[src/sv/sha_pkg.sv]
// ----------------------------------------------------------------------------
// sha256 package
// types, round constants and round functions shared by the hasher
// ----------------------------------------------------------------------------
package sha_pkg;

	localparam int unsigned QueueDepth = 4;

	typedef enum logic {
		OP_ABSORB = 1'b0,
		OP_FINISH = 1'b1
	} op_t;

	typedef struct packed {
		logic [0:0] operation;
		logic [7:0] data_byte;
	} in_item_t;

	typedef struct packed {
		logic [31:0] digest_word;
		logic [2:0]  word_index;
		logic        last_word;
	} out_item_t;

	// queue entry from front to back: one buffer write, maybe a compress and emit
	typedef struct packed {
		logic       wr_en;
		logic [5:0] wr_addr;
		logic [7:0] wr_data;
		logic       compress;
		logic       emit;
	} cmd_t;

	typedef enum logic [2:0] {
		ST_IDLE,
		ST_LOAD,
		ST_ROUND,
		ST_ADD,
		ST_EMIT
	} core_state_t;

	function automatic logic [31:0] round_k(input logic [5:0] i);
		logic [31:0] k [64];
		k = '{
			32'h428A2F98, 32'h71374491, 32'hB5C0FBCF, 32'hE9B5DBA5,
			32'h3956C25B, 32'h59F111F1, 32'h923F82A4, 32'hAB1C5ED5,
			32'hD807AA98, 32'h12835B01, 32'h243185BE, 32'h550C7DC3,
			32'h72BE5D74, 32'h80DEB1FE, 32'h9BDC06A7, 32'hC19BF174,
			32'hE49B69C1, 32'hEFBE4786, 32'h0FC19DC6, 32'h240CA1CC,
			32'h2DE92C6F, 32'h4A7484AA, 32'h5CB0A9DC, 32'h76F988DA,
			32'h983E5152, 32'hA831C66D, 32'hB00327C8, 32'hBF597FC7,
			32'hC6E00BF3, 32'hD5A79147, 32'h06CA6351, 32'h14292967,
			32'h27B70A85, 32'h2E1B2138, 32'h4D2C6DFC, 32'h53380D13,
			32'h650A7354, 32'h766A0ABB, 32'h81C2C92E, 32'h92722C85,
			32'hA2BFE8A1, 32'hA81A664B, 32'hC24B8B70, 32'hC76C51A3,
			32'hD192E819, 32'hD6990624, 32'hF40E3585, 32'h106AA070,
			32'h19A4C116, 32'h1E376C08, 32'h2748774C, 32'h34B0BCB5,
			32'h391C0CB3, 32'h4ED8AA4A, 32'h5B9CCA4F, 32'h682E6FF3,
			32'h748F82EE, 32'h78A5636F, 32'h84C87814, 32'h8CC70208,
			32'h90BEFFFA, 32'hA4506CEB, 32'hBEF9A3F7, 32'hC67178F2};
		return k[i];
	endfunction

	function automatic logic [31:0] init_h(input logic [2:0] i);
		logic [31:0] h [8];
		h = '{32'h6A09E667, 32'hBB67AE85, 32'h3C6EF372, 32'hA54FF53A,
			32'h510E527F, 32'h9B05688C, 32'h1F83D9AB, 32'h5BE0CD19};
		return h[i];
	endfunction

	function automatic logic [31:0] rotr(input logic [31:0] x, input int unsigned n);
		return (x >> n) | (x << (32 - n));
	endfunction

endpackage

[src/sv/sha_queue.sv]
// ----------------------------------------------------------------------------
// sha256 command queue
// small fifo between front and back end
// ----------------------------------------------------------------------------
module sha_queue #(
	parameter int unsigned Depth = sha_pkg::QueueDepth
) (
	input  logic          clk,
	input  logic          arst_n,
	input  sha_pkg::cmd_t wr_cmd,
	input  logic          wr_valid,
	output logic          wr_ready,
	output sha_pkg::cmd_t rd_cmd,
	output logic          rd_valid,
	input  logic          rd_ready
);
	import sha_pkg::*;

	localparam int unsigned AW = (Depth > 1) ? $clog2(Depth) : 1;

	cmd_t            mem_q [Depth];
	logic [AW-1:0]   wp_q, rp_q;
	logic [AW:0]     cnt_q;
	logic            push, pop;

	assign wr_ready = (cnt_q != (AW+1)'(Depth));
	assign rd_valid = (cnt_q != '0);
	assign rd_cmd = mem_q[rp_q];
	assign push = wr_valid && wr_ready;
	assign pop = rd_valid && rd_ready;

	always_ff @(posedge clk) begin
		if (push)
			mem_q[wp_q] <= wr_cmd;
	end

	always_ff @(posedge clk or negedge arst_n) begin
		if (!arst_n) begin
			wp_q <= '0;
			rp_q <= '0;
			cnt_q <= '0;
		end else begin
			if (push)
				wp_q <= (wp_q == AW'(Depth - 1)) ? '0 : AW'(wp_q + 1'b1);
			if (pop)
				rp_q <= (rp_q == AW'(Depth - 1)) ? '0 : AW'(rp_q + 1'b1);
			if (push && !pop)
				cnt_q <= (AW+1)'(cnt_q + 1'b1);
			else if (pop && !push)
				cnt_q <= (AW+1)'(cnt_q - 1'b1);
		end
	end
endmodule

[config.mk]
export PLATFORM = sky130hd
export DESIGN_NAME = sha_queue
export DESIGN_NICKNAME = d
export VERILOG_FILES = /design/src/sv/sha_pkg.sv /design/src/sv/sha_queue.sv
export SDC_FILE = /design/constraint.sdc
export NUM_CORES = 1
export LEC_CHECK = 0
export BUFFER_PORTS_ARGS = -buffer_cell sky130_fd_sc_hd__buf_2
export CORE_MARGIN = 4
export CORE_UTILIZATION = 40
export CTS_BUF_LIST = sky130_fd_sc_hd__clkbuf_4 sky130_fd_sc_hd__clkbuf_8 sky130_fd_sc_hd__clkbuf_16
export DETAILED_ROUTE_END_ITERATION = 8
export SYNTH_ARGS = -nofsm -noshare
export SYNTH_HDL_FRONTEND = slang
export SYNTH_SLANG_ARGS = --single-unit
[constraint.sdc]
create_clock -name clk -period 2.8 [get_ports clk]
set_input_delay 0.42 -clock clk [delete_from_list [all_inputs] [get_ports clk]]
set_output_delay 0.42 -clock clk [all_outputs]
set_load 0.005 [all_outputs]
### Word level (Yosys, flattened, before mapping)

Memory sizes are Yosys's and may differ from the RTL's.
Cells that the tools add are included.

| word-level totals | value |
|---|---|
| logic and storage cells | 25 |
| bits of input ports | 21 |
| memories kept | 1 |
| register bits | 7 |
| output and inout port bits | 19 |
| memory bits (writable) | 68 |

| operators by class | value |
|---|---|
| muxes and demuxes | 6 |
| reductions and logical operators | 8 |
| eq/ne operators | 3 |
| $add $sub $neg | 4 |

Memories:

| memory | depth | bits a word | rd ports | clocked after memory_dff | wr ports | RTL line | source |
|---|---|---|---|---|---|---|---|
| mem_q | 4 | 17 | 1 | 0 | 1 | sha_queue.sv:21 | `cmd_t mem_q [Depth];` |

Operators with widths:

| cell | number |
|---|---|
| 2-to-1 mux 3 bit | 2 |
| adder 2 x 1 -> 2 bit, second input constant | 2 |
| == test 2 bit, second input constant | 2 |
| logical AND 1 bit | 4 |
| 2-to-1 mux 2 bit | 2 |
| adder 3 x 1 -> 3 bit, second input constant | 1 |
| inequality test 3 bit, second input constant | 1 |
| nonzero test 3 bit | 1 |
| subtractor 3 x 1 -> 3 bit, second input constant | 1 |
| logical NOT 1 bit | 2 |
| 2-to-1 mux 1 bit | 2 |
| nonzero test 2 bit | 1 |

### Logic depth before layout (Yosys ltp)

| logic depth | value |
|---|---|
| word-level depth | 6 |
| depth in mapped cells | 8 |

### Least setup slack after synthesis

OpenSTA, ideal clock, no wires.

| path | value |
|---|---|
| kind | register to register |
| start point | reg cnt_q[1] |
| end point | reg cnt_q[2] |
| slack | 732 ps |
| arrival | 1,989 ps |
| stages on the path, launching flop included | 9 |
| buffers on the path | 0 |
| library setup time | 79 ps |
| cells stage by stage | dfrtp_1 -> or3_2 -> nand2_1 -> ha_1 -> inv_1 -> fa_1 -> xor2_1 -> nor2_1 -> xor2_1 |

| between the ends | value |
|---|---|
| word-level cells in the longest chain between the ends | 5 |
| elaborated cells between the ends (all ways) | 13 |
| those cells by class | add/sub: 2; eq/ne: 1; mux: 2; reduce/logical: 8 |

RTL lines:

| what | RTL line | source |
|---|---|---|
| start: declaration | sha_queue.sv:23 | `logic [AW:0] cnt_q;` |
| start signal: assignment | sha_queue.sv:48 | `cnt_q <= (AW+1)'(cnt_q + 1'b1);` |
| start signal: assignment | sha_queue.sv:50 | `cnt_q <= (AW+1)'(cnt_q - 1'b1);` |
| nonzero test 3 bit * | sha_queue.sv:27 | `assign rd_valid = (cnt_q != '0);` |
| via rd_valid | sha_queue.sv:14 | `output logic rd_valid,` |
| logical AND 1 bit * | sha_queue.sv:30 | `assign pop = rd_valid && rd_ready;` |
| logical NOT 1 bit | sha_queue.sv:47 | `if (push && !pop)` |
| logical AND 1 bit | sha_queue.sv:47 |  |
| 2-to-1 mux 3 bit / nonzero test 2 bit (equally long branches) | - |  |

The timed path passes the listed nets; every way through them passes the cells marked *. The select of a mux whose other input is x is not followed.
A chain may end at the register's enable or synchronous reset.

==> key figures <==
Global route
  – First-pass GRT wire length: 7680 µm
  – GRT Resource Usage Total: 12.3%
  – Vias in the first global route: 1424
  – Largest net degree at the start of global routing: 20
  – Total global routing overflow: 0
  – Initial antenna violation count: 0

CTS
  – CTS Buffer Depth: 2
  – CTS tree: yes
  – Post-cts hold buffer count: 1
  – Post-CTS sizing: 0
  – Total CTS buffers: 9
  – Postcts setup bufs: 0
  – Clk_lat worst skew: 0.34 ns
  – Root buf cell: clkbuf_8
  – H-tree depth: 3
  – Clk sink count: 75
  – Clock slew at reported path FFs: 0.07 ns

Placement
  – Detailed placement HPWL: 3060 µm
  – Routability Congestion: 0.776
  – Buffers on Ports: 39
  – Pre-CTS setup slack: 0.574 ns

Power and ir drop
  – VDD IR max: 424 µV
  – Comb pwr share: 29.2%
  – Int Power: 2460 µW
  – Static Leak: 0.00122 µW
  – Switch share: 28.2%
  – PD cells: 1010 mW/mm²
  – Seq pwr share: 48.5%
  – Clk pwr share: 22.4%
  – P_sw: 963 µW

Synthesis
  – Post-Syn Instances: 125
  – Top FF cell, synth: edfxtp_1
  – Mux contribution to synthesized area: 15.4%
  – Compound-gate portion of the synthesized area: 0%
  – Largest family of logic cells by synthesized area: multiplexers
  – Seq/Total Area, Yosys: 76.6%
  – Post-synth EDFFs: 68
  – Synth Area in XOR/XNOR: 0.908%
  – Synth Area in Simple Gates: 2.51%
  – Area leader, netlist: edfxtp_1
  – Syn_nets: 153
  – Synth unique cells: 18
  – Area contributors post-synth: edfxtp_1 71%, mux4_2 13%, dfrtp_1 6.1%
  – Share of Yosys cell area claimed by the top area cell type: 70.6%
  – Avg Cell Area, Syn: 23.2 µm²
  – Synthesized-area fraction occupied by adder cells: 3.29%
  – YS warnings: 0
  – Post-Syn Area: 0.00289 mm²
  – Post-synth top cells: 68 x edfxtp_1, 17 x mux4_2, 7 x dfrtp_1
  – Most frequent cell after synthesis: edfxtp_1
  – Ys async rst share: 9.33%
  – Yosys reg bits: 75

Detailed routing
  – Vias/cell: 4.85
  – Post-route DRC: 0
  – Final WL: 4750 µm
  – DR iter-0 viols: 80
  – Router iterations before antenna repair: 4
  – Vias: 1324
  – WL per Instance: 17.4 µm
  – Post-route antenna net violation count: 0

STA
  – Worst-Margin Slew: 0.906 ns
  – Worst slew margin: 39.6%
  – Worst Clk Skew: 0.00710 ns
  – Setup violators final: 0
  – Tmin final: 2.27 ns
  – Final hold vios: 0
  – Max Slew Vio Count: 0
  – Max frequency: 440 MHz
  – Period utilization: 81.2%
  – RSZ-0062 raised after global routing: false
  – PnR worst setup slack: 0.526 ns
  – Total negative slack: 0 ns

Critical path
  – Crit path required time: 2.38 ns
  – Worst-path fanout max: 19
  – CP Launch Type: flop
  – Kind of critical path: flop to primary output
  – Reg2Reg Setup Slack: 0.57 ns
  – WP data arrival: 1.85 ns
  – Crit end category: primary output
  – Depth of the most critical reg-to-reg path: 8

Finish
  – Share of post-route cells with drive strength above 1: 47.5%
  – Synth-to-Final Area Change: 17.3%
  – Nets: 201
  – Number of diodes: 0

Min path
  – Hold Crit Depth: 1
  – Worst min-delay path class: primary input to flop

Die
  – Starting density of the core: 41.9%
  – Number of I/O pins: 40
  – Core area: 0.00691 mm²
  – Die Height: 93.1 µm
  – Row count: 30
  – Die area: 0.00866 mm²
  – DIE WIDTH: 93.1 µm

Run status
  – Status: finished clean

Flow run
  – Max_cap viols: 0
==> worst max-delay path, stage by stage (launching register included) <==
cell and delay (ns):
dfrtp_1 0.94, mux4_2 0.43, buf_2 0.15
==> metal layers <==
metal,track usage [%],routed length (µm),vias to the layer above
met5,0,0,-
met4,7.69,113,0
met3,2.90,206,10
met2,19.6,2450,33
met1,15.0,1980,679
li1,-,-,602
==> sequential cells by signal, indices dropped and copies added, names as in the netlist <==
signal  flops
mem_q      68
rp_q        2
cnt_q       3
wp_q        2
==> path summary, 6_finish.rpt <==
check                            from      endpoint
max                           rp_q[1]     rd_cmd[4]
min                        wr_cmd[14]  mem_q[0][14]
max reg2reg                  cnt_q[0]      cnt_q[2]
min reg2reg                  cnt_q[2]      cnt_q[2]
max in group asynchronous      arst_n       wp_q[0]
min in group asynchronous      arst_n       rp_q[1]
==> stage by stage <==
step | total power [µW] | cell area, µm² | hold slack (ns) | util [%] | cells
global placement | 2660 | 3200 | 0.259 | 46.4 | 257
global route | 3630 | 3400 | 0.286 | 49.2 | 273
floorplan | 2310 | 2890 | 0.124 | - | 125
detailed placement | 2710 | 3200 | 0.264 | 46.4 | 257
CTS | 3470 | 3400 | 0.286 | 49.2 | 273
finish | 3420 | 3400 | 0.297 | 49.2 | 273
==> layout make-up <==
| cell class | instances | area, µm² |
|---|---|---|
| Inverter | 3 | 11.3 |
| Clock inverter | 6 | 57.6 |
| Tap cell | 96 | 120 |
| Clock buffer | 9 | 124 |
| Multi-Input combinational cell | 43 | 641 |
| Timing Repair Buffer | 41 | 225 |
| Sequential cell | 75 | 2220 |
| Fill cell | 599 | 3510 |
==> power groups by stage <==
| stage | clock [µW] | sequential (µW) | combinational [µW] |
|---|---|---|---|
| final | 765 | 1660 | 997 |
| after global routing | 843 | 1690 | 1100 |
| after CTS | 786 | 1660 | 1030 |
| after detailed placement | 0 | 1690 | 1020 |
| after global placement | 0 | 1670 | 993 |
| after floorplan | 0 | 1580 | 730 |
==> kinds of logic (layout without fill, tap and decap cells) <==
family,after synthesis,in the layout
muxes,22,22
DFF,75,75
buffers and inverters,7,59
and+or+nand+nor,11,11
xor gates and xnor gates,3,3
adders and majority gates,7,7
==> cells in the final DEF (no fill, tap or decap) <==
cell type	count
clkinv_2	4
nor2_1	3
buf_12	1
or3b_4	1
inv_1	3
bufinv_16	1
and2_4	1
clkbuf_8	9
clkinvlp_4	1
dlygate4sd3_1	1
xor2_1	2
ha_1	6
edfxtp_1	68
and3_2	4
fa_1	1
or3_2	1
dfrtp_1	7
mux2_4	2
mux2_2	3
nand2_1	1
xnor2_1	1
buf_2	39
mux4_2	17
No activity file was read; power rests on OpenSTA's default activity.
